File: config.mk
export PLATFORM = sky130hd
export DESIGN_NAME = chunk_bitmap_first_fit_allocator_top
export DESIGN_NICKNAME = d
export VERILOG_FILES = /design/src/cbffa_pkg.sv /design/src/cbffa_ram.sv /design/src/cbffa_map.sv /design/src/chunk_bitmap_first_fit_allocator_top.sv
export SDC_FILE = /design/constraint.sdc
export NUM_CORES = 2
export LEC_CHECK = 0
export ABC_AREA = 1
export ABC_CLOCK_PERIOD_IN_PS = 22000
export BUFFER_PORTS_ARGS = -buffer_cell sky130_fd_sc_hd__buf_4
export CAP_MARGIN = 20
export CELL_PAD_IN_SITES_DETAIL_PLACEMENT = 1
export CELL_PAD_IN_SITES_GLOBAL_PLACEMENT = 1
export CORE_MARGIN = 4
export CORE_UTILIZATION = 29
export DETAILED_ROUTE_END_ITERATION = 16
export GPL_TIMING_DRIVEN = 1
export PLACE_DENSITY = 0.52
export SYNTH_ARGS = -nofsm -noshare
export SYNTH_HDL_FRONTEND = slang
export SYNTH_HIERARCHICAL = 1
export SYNTH_SLANG_ARGS = --single-unit
File: constraint.sdc
create_clock -name clk_i -period 22 [get_ports clk_i]
set_clock_uncertainty 0.1 [all_clocks]
set_input_delay 3.3 -clock clk_i [delete_from_list [all_inputs] [get_ports clk_i]]
set_output_delay 3.3 -clock clk_i [all_outputs]
set_load 0.05 [all_outputs]
File: src/cbffa_pkg.sv
// Package: constants, codes and types of the chunk bitmap allocator
`timescale 1ns / 1ps
package cbffa_pkg;

  localparam int unsigned NUM_CHUNKS   = 256;
  localparam int unsigned CHUNK_BYTES  = 16;
  localparam int unsigned HEADER_BYTES = 2;

  localparam int unsigned DIGIT_W     = 8;                      // chunks per map byte
  localparam int unsigned DIGIT_SEL_W = $clog2(DIGIT_W);
  localparam int unsigned MAP_BYTES   = NUM_CHUNKS / DIGIT_W;
  localparam int unsigned BCNT_W      = $clog2(MAP_BYTES);
  localparam int unsigned CHUNK_W     = $clog2(NUM_CHUNKS);
  localparam int unsigned LEN_W       = CHUNK_W + 1;            // holds NUM_CHUNKS itself
  localparam int unsigned OFF_W       = $clog2(CHUNK_BYTES);
  localparam int unsigned ADDR_W      = 12;
  localparam int unsigned REQ_W       = 12;
  localparam int unsigned SUM_W       = REQ_W + 1;
  localparam int unsigned ST_W        = 2;

  typedef enum logic {
    OP_ALLOC = 1'b0,
    OP_FREE  = 1'b1
  } op_e;

  typedef enum logic [ST_W-1:0] {
    ST_GRANTED = 2'd0,
    ST_NO_ROOM = 2'd1,
    ST_FREED   = 2'd2,
    ST_UNKNOWN = 2'd3
  } status_e;

  typedef enum logic [2:0] {
    MAP_IDLE,   // clear search state, hold map
    MAP_WAIT,   // hold everything
    MAP_SCAN,   // rotate one byte, update search
    MAP_SET,    // rotate one byte, set bits in range
    MAP_CLR     // rotate one byte, clear bits in range
  } map_cmd_e;

  typedef enum logic [2:0] {
    S_IDLE,
    S_SCAN,
    S_DECIDE,
    S_MARK,
    S_LOOKUP,
    S_CLEAR,
    S_DONE
  } state_e;

  typedef struct packed {
    map_cmd_e             cmd;
    logic [LEN_W-1:0]     need;
    logic [LEN_W-1:0]     limit;
    logic [CHUNK_W-1:0]   lo;
    logic [LEN_W-1:0]     len;
  } map_req_t;

  typedef struct packed {
    logic                 last;
    logic                 found;
    logic [CHUNK_W-1:0]   start;
  } map_stat_t;

endpackage

File: src/cbffa_ram.sv
// Generic single-write, single-read RAM with registered read data
`timescale 1ns / 1ps
module cbffa_ram #(
  parameter int unsigned Width = 9,
  parameter int unsigned Depth = 256,
  localparam int unsigned AddrW = $clog2(Depth)
) (
  input  logic             clk_i,
  input  logic             we_i,
  input  logic [AddrW-1:0] waddr_i,
  input  logic [Width-1:0] wdata_i,
  input  logic [AddrW-1:0] raddr_i,
  output logic [Width-1:0] rdata_o
);

  logic [Width-1:0] mem_q [Depth];
  logic [Width-1:0] rdata_q;

  // write port
  always_ff @(posedge clk_i) begin
    if (we_i) begin
      mem_q[waddr_i] <= wdata_i;
    end
  end

  // registered read port
  always_ff @(posedge clk_i) begin
    rdata_q <= mem_q[raddr_i];
  end

  assign rdata_o = rdata_q;

endmodule

File: src/cbffa_map.sv
// Used-chunk bitmap as a rotating byte shift register with serial search and marking
`timescale 1ns / 1ps
module cbffa_map (
  input  logic                 clk_i,
  input  logic                 rst_ni,
  input  cbffa_pkg::map_req_t  req_i,
  output cbffa_pkg::map_stat_t stat_o
);
  import cbffa_pkg::*;

  logic [NUM_CHUNKS-1:0] map_q, map_d;
  logic [BCNT_W-1:0]     cnt_q, cnt_d;
  logic [LEN_W-1:0]      gap_q, gap_d;
  logic [CHUNK_W-1:0]    start_q, start_d;
  logic                  found_q, found_d;

  logic [DIGIT_W-1:0]    tap, tap_new, mask;
  logic [CHUNK_W-1:0]    idx;
  logic [LEN_W:0]        range_lo, range_hi, idx_ext;
  logic                  advance;

  // Byte at the tap holds chunks cnt*8 .. cnt*8+7, first chunk in the MSB
  assign tap = map_q[DIGIT_W-1:0];

  // search one byte, build the range mask
  always_comb begin
    gap_d    = gap_q;
    start_d  = start_q;
    found_d  = found_q;
    mask     = '0;
    idx      = '0;
    idx_ext  = '0;
    range_lo = {2'b00, req_i.lo};
    range_hi = {2'b00, req_i.lo} + {1'b0, req_i.len};
    for (int j = 0; j < DIGIT_W; j++) begin
      idx     = {cnt_q, DIGIT_SEL_W'(j)};
      idx_ext = {2'b00, idx};
      mask[DIGIT_W-1-j] = (idx_ext >= range_lo) && (idx_ext < range_hi);
      if (req_i.cmd == MAP_SCAN && !found_d && ({1'b0, idx} < req_i.limit)) begin
        if (tap[DIGIT_W-1-j]) begin
          gap_d   = '0;
          start_d = idx + 1'b1;
        end else begin
          gap_d = gap_d + 1'b1;
        end
        if (gap_d >= req_i.need) begin
          found_d = 1'b1;
        end
      end
    end
    if (req_i.cmd == MAP_IDLE) begin
      gap_d   = '0;
      start_d = '0;
      found_d = 1'b0;
    end
  end

  // modify the tap byte and rotate it to the far end
  always_comb begin
    unique case (req_i.cmd)
      MAP_SET: tap_new = tap | mask;
      MAP_CLR: tap_new = tap & ~mask;
      default: tap_new = tap;
    endcase
    advance = (req_i.cmd == MAP_SCAN) || (req_i.cmd == MAP_SET) || (req_i.cmd == MAP_CLR);
    map_d   = advance ? {tap_new, map_q[NUM_CHUNKS-1:DIGIT_W]} : map_q;
    cnt_d   = advance ? cnt_q + 1'b1 : cnt_q;
  end

  always_ff @(posedge clk_i or negedge rst_ni) begin
    if (!rst_ni) begin
      map_q   <= '0;
      cnt_q   <= '0;
      gap_q   <= '0;
      start_q <= '0;
      found_q <= 1'b0;
    end else begin
      map_q   <= map_d;
      cnt_q   <= cnt_d;
      gap_q   <= gap_d;
      start_q <= start_d;
      found_q <= found_d;
    end
  end

  assign stat_o.last  = (cnt_q == '1);
  assign stat_o.found = found_q;
  assign stat_o.start = start_q;

endmodule

File: src/chunk_bitmap_first_fit_allocator_top.sv
// Top level: first-fit chunk allocator over a bitmap pool
//
//   channel | direction | handshake              | payload
//   --------+-----------+------------------------+--------------------------------------
//   request | in        | in_valid_i/in_ready_o  | opcode_i, request_bytes_i,
//           |           |                        | release_address_i
//   result  | out       | out_valid_o/out_ready_i| status_o, granted_address_o
//   config  | in        | cfg_we_i               | cfg_wdata_i (active_chunks)
//
// One request at a time. The 256-chunk map rotates a byte per cycle in each pass. A granted
// allocate runs a scan pass, a decide step and a mark pass to its result; no room, a scan
// pass and a decide step; a freed address, a lookup and a clear pass; an unknown address, a lookup.
// Reset empties the map and clears the run-length valid bits at once; no clearing pass.
// A finished result waits in the output register while the next request is taken;
// the block stalls only when a second result is ready before the first is transferred.
`timescale 1ns / 1ps
module chunk_bitmap_first_fit_allocator_top (
  input  logic                           clk_i,
  input  logic                           rst_ni,
  input  logic                           in_valid_i,
  output logic                           in_ready_o,
  input  logic                           opcode_i,
  input  logic [cbffa_pkg::REQ_W-1:0]    request_bytes_i,
  input  logic [cbffa_pkg::ADDR_W-1:0]   release_address_i,
  output logic                           out_valid_o,
  input  logic                           out_ready_i,
  output logic [cbffa_pkg::ST_W-1:0]     status_o,
  output logic [cbffa_pkg::ADDR_W-1:0]   granted_address_o,
  input  logic                           cfg_we_i,
  input  logic [cbffa_pkg::LEN_W-1:0]    cfg_wdata_i
);
  import cbffa_pkg::*;

  state_e                state_q, state_d;
  logic [LEN_W-1:0]      active_q;
  logic [LEN_W-1:0]      limit;
  logic [LEN_W-1:0]      need_q, need_d;
  logic [ADDR_W-1:0]     addr_q, addr_d;
  logic [LEN_W-1:0]      len_q, len_d;
  logic [NUM_CHUNKS-1:0] valid_q;
  logic                  valid_set, valid_clr;
  logic [CHUNK_W-1:0]    free_chunk;
  logic [SUM_W-1:0]      need_sum;

  status_e               res_status_q, res_status_d;
  logic [ADDR_W-1:0]     res_addr_q, res_addr_d;
  logic                  res_load;
  logic                  out_load;
  logic                  out_valid_q;
  status_e               out_status_q;
  logic [ADDR_W-1:0]     out_addr_q;

  map_req_t              map_req;
  map_stat_t             map_stat;

  logic                  ram_we;
  logic [CHUNK_W-1:0]    ram_waddr, ram_raddr;
  logic [LEN_W-1:0]      ram_wdata, ram_rdata;

  // clamp the active pool to the map size
  assign limit      = (active_q > LEN_W'(NUM_CHUNKS)) ? LEN_W'(NUM_CHUNKS) : active_q;
  assign free_chunk = addr_q[ADDR_W-1:OFF_W];
  assign need_sum   = {1'b0, request_bytes_i} + SUM_W'(HEADER_BYTES + CHUNK_BYTES - 1);

  cbffa_map u_map (
    .clk_i  (clk_i),
    .rst_ni (rst_ni),
    .req_i  (map_req),
    .stat_o (map_stat)
  );

  cbffa_ram #(
    .Width (LEN_W),
    .Depth (NUM_CHUNKS)
  ) u_len_ram (
    .clk_i   (clk_i),
    .we_i    (ram_we),
    .waddr_i (ram_waddr),
    .wdata_i (ram_wdata),
    .raddr_i (ram_raddr),
    .rdata_o (ram_rdata)
  );

  // sequence one request through scan, mark, lookup and clear
  always_comb begin
    state_d      = state_q;
    in_ready_o   = 1'b0;
    need_d       = need_q;
    addr_d       = addr_q;
    len_d        = len_q;
    map_req.cmd  = MAP_WAIT;
    map_req.need = need_q;
    map_req.limit = limit;
    map_req.lo   = map_stat.start;
    map_req.len  = need_q;
    ram_we       = 1'b0;
    ram_waddr    = map_stat.start;
    ram_wdata    = need_q;
    ram_raddr    = release_address_i[ADDR_W-1:OFF_W];
    valid_set    = 1'b0;
    valid_clr    = 1'b0;
    res_load     = 1'b0;
    res_status_d = ST_GRANTED;
    res_addr_d   = '0;
    out_load     = 1'b0;

    unique case (state_q)
      S_IDLE: begin
        in_ready_o  = 1'b1;
        map_req.cmd = MAP_IDLE;
        if (in_valid_i) begin
          if (op_e'(opcode_i) == OP_ALLOC) begin
            need_d  = need_sum[SUM_W-1:OFF_W];
            state_d = S_SCAN;
          end else begin
            addr_d  = release_address_i;
            state_d = S_LOOKUP;
          end
        end
      end
      S_SCAN: begin
        map_req.cmd = MAP_SCAN;
        if (map_stat.last) begin
          state_d = S_DECIDE;
        end
      end
      S_DECIDE: begin
        if (map_stat.found) begin
          ram_we    = 1'b1;
          valid_set = 1'b1;
          state_d   = S_MARK;
        end else begin
          res_load     = 1'b1;
          res_status_d = ST_NO_ROOM;
          state_d      = S_DONE;
        end
      end
      S_MARK: begin
        map_req.cmd = MAP_SET;
        if (map_stat.last) begin
          res_load     = 1'b1;
          res_status_d = ST_GRANTED;
          res_addr_d   = {map_stat.start, OFF_W'(HEADER_BYTES)};
          state_d      = S_DONE;
        end
      end
      S_LOOKUP: begin
        if (addr_q[OFF_W-1:0] == OFF_W'(HEADER_BYTES) && valid_q[free_chunk]) begin
          len_d     = ram_rdata;
          valid_clr = 1'b1;
          state_d   = S_CLEAR;
        end else begin
          res_load     = 1'b1;
          res_status_d = ST_UNKNOWN;
          state_d      = S_DONE;
        end
      end
      S_CLEAR: begin
        map_req.cmd = MAP_CLR;
        map_req.lo  = free_chunk;
        map_req.len = len_q;
        if (map_stat.last) begin
          res_load     = 1'b1;
          res_status_d = ST_FREED;
          state_d      = S_DONE;
        end
      end
      S_DONE: begin
        if (!out_valid_q || out_ready_i) begin
          out_load = 1'b1;
          state_d  = S_IDLE;
        end
      end
      default: state_d = S_IDLE;
    endcase
  end

  always_ff @(posedge clk_i or negedge rst_ni) begin
    if (!rst_ni) begin
      state_q <= S_IDLE;
    end else begin
      state_q <= state_d;
    end
  end

  // hold the pool size register
  always_ff @(posedge clk_i or negedge rst_ni) begin
    if (!rst_ni) begin
      active_q <= LEN_W'(NUM_CHUNKS);
    end else if (cfg_we_i) begin
      active_q <= cfg_wdata_i;
    end
  end

  // track which run-length entries hold a run
  always_ff @(posedge clk_i or negedge rst_ni) begin
    if (!rst_ni) begin
      valid_q <= '0;
    end else begin
      if (valid_set) begin
        valid_q[map_stat.start] <= 1'b1;
      end
      if (valid_clr) begin
        valid_q[free_chunk] <= 1'b0;
      end
    end
  end

  // request and result payload
  always_ff @(posedge clk_i) begin
    need_q <= need_d;
    addr_q <= addr_d;
    len_q  <= len_d;
    if (res_load) begin
      res_status_q <= res_status_d;
      res_addr_q   <= res_addr_d;
    end
    if (out_load) begin
      out_status_q <= res_status_q;
      out_addr_q   <= res_addr_q;
    end
  end

  // output register valid: set on load, drop on transfer
  always_ff @(posedge clk_i or negedge rst_ni) begin
    if (!rst_ni) begin
      out_valid_q <= 1'b0;
    end else if (out_load) begin
      out_valid_q <= 1'b1;
    end else if (out_ready_i) begin
      out_valid_q <= 1'b0;
    end
  end

  assign out_valid_o       = out_valid_q;
  assign status_o          = out_status_q;
  assign granted_address_o = out_addr_q;

endmodule

**Word level (Yosys, flattened, before mapping)**

Memory sizes are Yosys's and may differ from the RTL's. A register that Yosys moved wholly into a read port is not among the register bits.
Index checks and enable logic that the tools add are counted.

- Register bits after elaboration: 606
- Bits in writable memories: 2304
- Input port bits: 39
- Output and inout port bits: 16
- Word-level logic and storage cells: 243
- Memories kept: 1

- $add $sub $neg: 19
- $lt $le $gt $ge: 37
- Equal/unequal tests: 15
- Multiplexer cells: 99
- Bitwise logic cells: 7
- Reduce and logical (&&, ||, !) cells: 48

Memory list:

| memory | depth | width | read ports | clocked after Yosys merged registers in | wr ports | line | RTL |
|---|---|---|---|---|---|---|---|
| u_len_ram.mem_q | 256 | 9 | 1 | 1 | 1 | cbffa_ram.sv:16 | `logic [Width-1:0] mem_q [Depth];` |

Operator list:

| cell | number |
|---|---|
| two-way mux 256 bit | 2 |
| bitwise AND 256 bit | 1 |
| NOT 256 bit | 1 |
| OR 256 bit | 1 |
| two-way mux 9 bit | 26 |
| two-way mux 8 bit | 17 |
| less-than comparator 8 x 10 -> 1 bit | 8 |
| adder 9 x 1 -> 9 bit (second input constant) | 8 |
| greater-or-equal comparator 9 bit | 8 |
| less-than comparator 8 x 9 -> 1 bit | 8 |
| adder 8 x 1 -> 8 bit (second input constant) | 8 |
| greater-or-equal comparator 8 bit | 8 |
| two-way mux 1 bit | 35 |
| logical AND 1 bit | 27 |
| less-than comparator 8 x 9 -> 1 bit (second input constant) | 2 |
| two-way mux 3 bit | 6 |
| case mux 3 bit (6 select lines) | 1 |
| two-way mux 17 bit | 1 |
| demux 1 bit (select 8 bit) | 2 |
| greater-or-equal comparator 8 x 1 -> 1 bit (second input constant) | 2 |
| case mux 8 bit (2 select lines) | 1 |
| adder 12 x 5 -> 13 bit (second input constant) | 1 |
| == test 3 x 2 -> 1 bit (second input constant) | 4 |
| == test 3 bit (second input constant) | 4 |
| 25 further kinds | 43 |

**Depth between registers and ports, before layout**

- Word-level depth: 59
- Mapped depth: 91
- Depth with buffers taken out: 90

**Hierarchy**

The synthesis kept the hierarchy.

Modules (own cells, without submodules):

| module | instances | cells each | area an instance (µm²) | sequential area each (µm²) |
|---|---|---|---|---|
| cbffa_ram | 1 | 7826 | 93519.7 | 69366.5 |
| chunk_bitmap_first_fit_allocator_top | 1 | 2598 | 17754.5 | 8294.2 |
| cbffa_map | 1 | 2344 | 16927.5 | 6981.7 |

**Worst setup path before layout**

No wires, ideal clock.

- Path type: reg2reg
- From: register need_q[8]
- To: register u_map.start_q[4]
- Library setup time: 120 ps
- Arrival time: 12718 ps
- Data required time: 21780 ps
- Path slack: 9063 ps
- Stages on the path, launching flop included: 79
- Buffers on the path: 2
- Period minus slack after synthesis: 12937 ps
- Cell sequence: edfxtp_1 -> inv_1 -> ha_1 -> a21o_1 -> nor2_1 -> nand4_1 -> nand2_4 -> nand3_4 -> inv_2 -> buf_6 -> nand2_4 -> nand2_4 -> ha_1 -> nand3_2 -> clkinv_1 -> nand3_1 -> nor2_1 -> nand3_1 -> [... 43 more ...] -> nand2_1 -> nand3_2 -> inv_1 -> ha_1 -> a21oi_1 -> nand2_1 -> a21oi_1 -> nor2_1 -> o21bai_1 -> nand2_1 -> inv_1 -> nand2_1 -> nor2_1 -> inv_1 -> nor2_1 -> nor2_1 -> o21ai_0 -> inv_1

- Longest elaborated chain between the ends: 38

RTL lines:

| element | line | RTL |
|---|---|---|
| from (decl) | chunk_bitmap_first_fit_allocator_top.sv:37 | `logic [LEN_W-1:0] need_q, need_d;` |
| from (signal assigned) | chunk_bitmap_first_fit_allocator_top.sv:211 | `need_q <= need_d;` |
| greater-or-equal comparator 9 bit | cbffa_map.sv:46 | `if (gap_d >= req_i.need) begin` |
| two-way mux 1 bit | cbffa_map.sv:46 |  |
| two-way mux 1 bit | cbffa_map.sv:39 | `if (req_i.cmd == MAP_SCAN && !found_d && ({1'b0, idx} < req_i.limit)) begin` |
| logical NOT 1 bit | cbffa_map.sv:39 |  |
| logical AND 1 bit (2 in series) | cbffa_map.sv:39 |  |
| two-way mux 9 bit | cbffa_map.sv:39 |  |
| adder 9 x 1 -> 9 bit | cbffa_map.sv:44 | `gap_d = gap_d + 1'b1;` |
| two-way mux 9 bit | cbffa_map.sv:40 | `if (tap[DIGIT_W-1-j]) begin` |
| [... 21 more ...] | n/a |  |
| greater-or-equal comparator 9 bit | cbffa_map.sv:46 |  |
| two-way mux 1 bit | cbffa_map.sv:46 |  |
| two-way mux 1 bit | cbffa_map.sv:39 |  |
| logical NOT 1 bit | cbffa_map.sv:39 |  |
| logical AND 1 bit (2 in series) | cbffa_map.sv:39 |  |
| two-way mux 8 bit * | cbffa_map.sv:39 |  |
| two-way mux 8 bit * | cbffa_map.sv:51 | `if (req_i.cmd == MAP_IDLE) begin` |
| named net u_map.start_d[4] | cbffa_map.sv:14 | `logic [CHUNK_W-1:0] start_q, start_d;` |
| to (signal assigned) | cbffa_map.sv:81 | `start_q <= start_d;` |
| to (decl) | cbffa_map.sv:14 |  |

The timed path passes the listed nets; every way through them passes the cells marked *. The select of a mux whose other input is x is not followed.
A chain may end at the register's enable or synchronous reset.

**Worst setup path in the final report**

- From: register active_q[4]
- To: register u_map.found_q

- Longest elaborated chain between the ends: 42

RTL lines:

| element | line | RTL |
|---|---|---|
| from (decl) | chunk_bitmap_first_fit_allocator_top.sv:35 | `logic [LEN_W-1:0] active_q;` |
| from (signal assigned) | chunk_bitmap_first_fit_allocator_top.sv:189 | `active_q <= LEN_W'(NUM_CHUNKS);` |
| from (signal assigned) | chunk_bitmap_first_fit_allocator_top.sv:191 | `active_q <= cfg_wdata_i;` |
| greater-than comparator 9 bit * | chunk_bitmap_first_fit_allocator_top.sv:61 | `assign limit = (active_q > LEN_W'(NUM_CHUNKS)) ? LEN_W'(NUM_CHUNKS) : active_q;` |
| two-way mux 9 bit * | chunk_bitmap_first_fit_allocator_top.sv:61 |  |
| named net limit[3] | chunk_bitmap_first_fit_allocator_top.sv:36 | `logic [LEN_W-1:0] limit;` |
| less-than comparator 8 x 9 -> 1 bit | cbffa_map.sv:39 |  |
| logical AND 1 bit | cbffa_map.sv:39 |  |
| two-way mux 9 bit | cbffa_map.sv:39 |  |
| adder 9 x 1 -> 9 bit | cbffa_map.sv:44 |  |
| two-way mux 9 bit | cbffa_map.sv:40 |  |
| [... 28 more ...] | n/a |  |
| adder 9 x 1 -> 9 bit | cbffa_map.sv:44 |  |
| two-way mux 9 bit | cbffa_map.sv:40 |  |
| two-way mux 9 bit | cbffa_map.sv:39 |  |
| greater-or-equal comparator 9 bit | cbffa_map.sv:46 |  |
| two-way mux 1 bit | cbffa_map.sv:46 |  |
| two-way mux 1 bit * | cbffa_map.sv:39 |  |
| two-way mux 1 bit * | cbffa_map.sv:51 |  |
| named net u_map.found_d | cbffa_map.sv:15 | `logic found_q, found_d;` |
| to (signal assigned) | cbffa_map.sv:82 | `found_q <= found_d;` |
| to (decl) | cbffa_map.sv:15 |  |

Marks and branches as above.

==> run_results.csv <==
group,metric,value,unit
route,ant_nets,0,
route,routed_wl,452,mm
power,ir_drop,113,uV
power,p_leak,54.9,nW
flow_run,maxCapViolations,0,
floorplan,die_h,673,um
floorplan,die-area,453000,um^2
floorplan,ios,55,
clocking,clk_latency,950,ps
setup_path,critPathBufInv,12,
floorplan,die_w,673,um
min_path,hold_path_class,"register to register",
route,drc_errors,0,
clocking,holdBufCountCts,0,
synth,ys_ff_latch,2913,
min_path,min-delay-start,"u_len_ram/rdata_o[3]",
clocking,clk_pin_slew_worst_paths,60,ps
setup_path,r2r_slack,6980,ps
synth,avgSynthCellArea,10.0,um^2
grt,grt_pass1_vias,96800,
sta,period_share,68.3,%
finish,nNetsFinal,12800,
setup_path,r2r_start,"active_q[4]",
grt,track_usage,19.5,%
synth,syn_area,128000,um^2
sta,timing.fmax,66.6,MHz
route,wire_per_inst,24.0,um
setup_path,cp-start-kind,"register",
sta,min_period,15020,ps
clocking,clockRootBuffer,"clkbuf_16",
sta,rsz0062_at_grt,"no",
grt,grt_overflow,0,
setup_path,reg2regPathDepth,85,
grt,grt_pass1_wl,667,mm
run_status,status,"completed",
clocking,cts_tree,"done",
clocking,numCtsBuffers,348,
floorplan,start_util,29.2,%
setup_path,cpMostUsedCell,"nand2_1",
finish,drive_gt1_share,7.27,%
sta,setup_viol,0,
grt,grt_start_max_net_pins,245,
setup_path,slowest_delay,820,ps
route,viasPerCell,4.97,
route,vias,93500,
finish,final_util,33.1,%
sta,maxSlewViolCount,0,
finish,final_common_cell,"nand2_1",
floorplan,core,439000,um^2
power,pwr_density_cell,99.1,nW/um^2
sta,max_slew.worst_pin.slew,1180,ps
finish,fill_cells,49000,
clocking,cts_buffer_depth,4,
grt,antenna_found_initial,23,
place,placed_area,134000,um^2
setup_path,critPathKind,"register to register",
sta,worst_slack,6980,ps
setup_path,cp_top_family,"simple AND/OR/NAND/NOR gates",
floorplan,rows,243,
place,place.port_buffers,51,
synth,ys_warn_count,6,
setup_path,required,22690,ps
setup_path,arrival,15720,ps
finish,design_area,145000,um^2
synth,synth_flop_cell,"edfxtp_1",
place,place_congestion,0.814,
clocking,h-tree-depth,5,
setup_path,crit_slowest_cell,"nor2_1",
sta,hold_viol_final,0,
min_path,whs_path_depth,0,
place,dp_hpwl,267,mm
synth,ys_async_sr_fraction,18.8,%
clocking,cts_setup_buffers,0,
min_path,min_delay_worst_endpoint,"len_q[3]",
synth,synth_seq_area_share,66.0,%
synth,synthDistinctLibCells,56,
setup_path,path_max_fanout,20,
setup_path,timing.rr.end,"u_map/found_q",
clocking,ctsResizeCount,0,
synth,netlist_instances,12800,
finish,area_delta_synth_final,13.5,%
setup_path,crit_path_end_kind,"register",
finish,layout_common_cells,"nand2_1, nand3_1, edfxtp_1",
route,dr.first_iter.drc_count,7132,
clocking,cts_num_sinks,2913,
synth,synth_edf_count,2356,
sta,maxSlewHeadroom,21.2,%
sta,fin_tns_setup,0,ps
place,place_worst_setup_slack,6960,ps
route,dr.pass1.iters,6,
-- where the power goes --
group          switching [W]  internal (W)  leakage (nW)
Sequential         0.0000533       0.00611          28.8
Combinational        0.00194      0.000684          20.7
Clock                0.00236       0.00327          5.38
Total                0.00435        0.0101          54.9
-- logic make-up after synthesis --
family	synth area share (%)
AND/OR/NAND/NOR	26.7
flip-flops	66.0
buffers and inverters	4.12
AO/OA/AOI/OAI	2.05
adder cells (fa/ha/maj)	1.07
XOR/XNOR	0.0820
other	0.00293
-- metrics by stage --
| step | hold WS (ps) | cells | power [W] |
|---|---|---|---|
| 2_1_floorplan | 286 | 12800 | 0.00801 |
| 3_3_place_gp | 297 | 18100 | 0.00889 |
| 3_5_place_dp | 297 | 18100 | 0.00893 |
| 4_1_cts | 310 | 18800 | 0.0146 |
| 5_1_grt | 326 | 18800 | 0.0151 |
| 6_report | 310 | 18800 | 0.0144 |
-- cell type report --
| type | count | area, um^2 | share of cell area (%) |
|---|---|---|---|
| multi-input cells | 8685 | 38400 | 26.4 |
| flip-flops and latches | 2913 | 84600 | 58.2 |
| clock inverters | 173 | 1580 | 1.09 |
| repair buffers | 276 | 2390 | 1.64 |
| inverters | 412 | 1610 | 1.11 |
| diodes | 9 | 22.5 | 0.0155 |
| clock buffers | 456 | 9470 | 6.51 |
| well taps | 5880 | 7360 | 5.06 |
-- flip-flops by register name (all words and copies together) (netlist names), 12 cells and up --
register         cells
u_map/map_q        256
addr_q              12
u_len_ram/mem_q   2304
valid_q            256
-- worst max path at each step --
stage | startpoint | end | depth (start not counted)
after floorplan | need_q[8] | u_map/start_q[4] | 78
after global placement | active_q[4] | u_map/found_q | 85
after detailed placement | active_q[4] | u_map/found_q | 83
after CTS | active_q[4] | u_map/found_q | 83
after global routing | active_q[4] | u_map/found_q | 83
final | active_q[4] | u_map/found_q | 85
-- layer usage --
metal	vias up	routed length [um]	GRT usage, %
met3	609	18100	1.99
met5	-	0	0
met4	0	12500	5.36
met1	48100	207000	26.9
li1	43000	-	-
met2	1854	215000	32.5
-- synth_stat cells (all sizes together) (9+ instances only) --
library cell | number | area share [%]
clkbuf | 253 | 0.74
nor2 | 1261 | 3.8
nand3 | 2451 | 9.7
nor3 | 20 | 0.094
buf | 507 | 2.2
clkinv | 11 | 0.037
o21ai | 275 | 1.1
inv | 401 | 1.2
dfrtp | 547 | 11
xor2 | 10 | 0.068
a21oi | 71 | 0.28
edfxtp | 2356 | 55
nand4 | 66 | 0.33
dfxtp | 9 | 0.14
ha | 108 | 1.1
o21a | 87 | 0.51
nand2 | 4278 | 13
a31oi | 10 | 0.049
-- worst reg2reg max path: cells and delay by family (launching register included) --
kind,cells,cell delay [ps]
simple gates,49,7350
compound gates,15,2910
fa+ha+maj,9,2350
buf+inv,12,1750
flops,1,390
No activity file was read; power rests on OpenSTA's default activity.
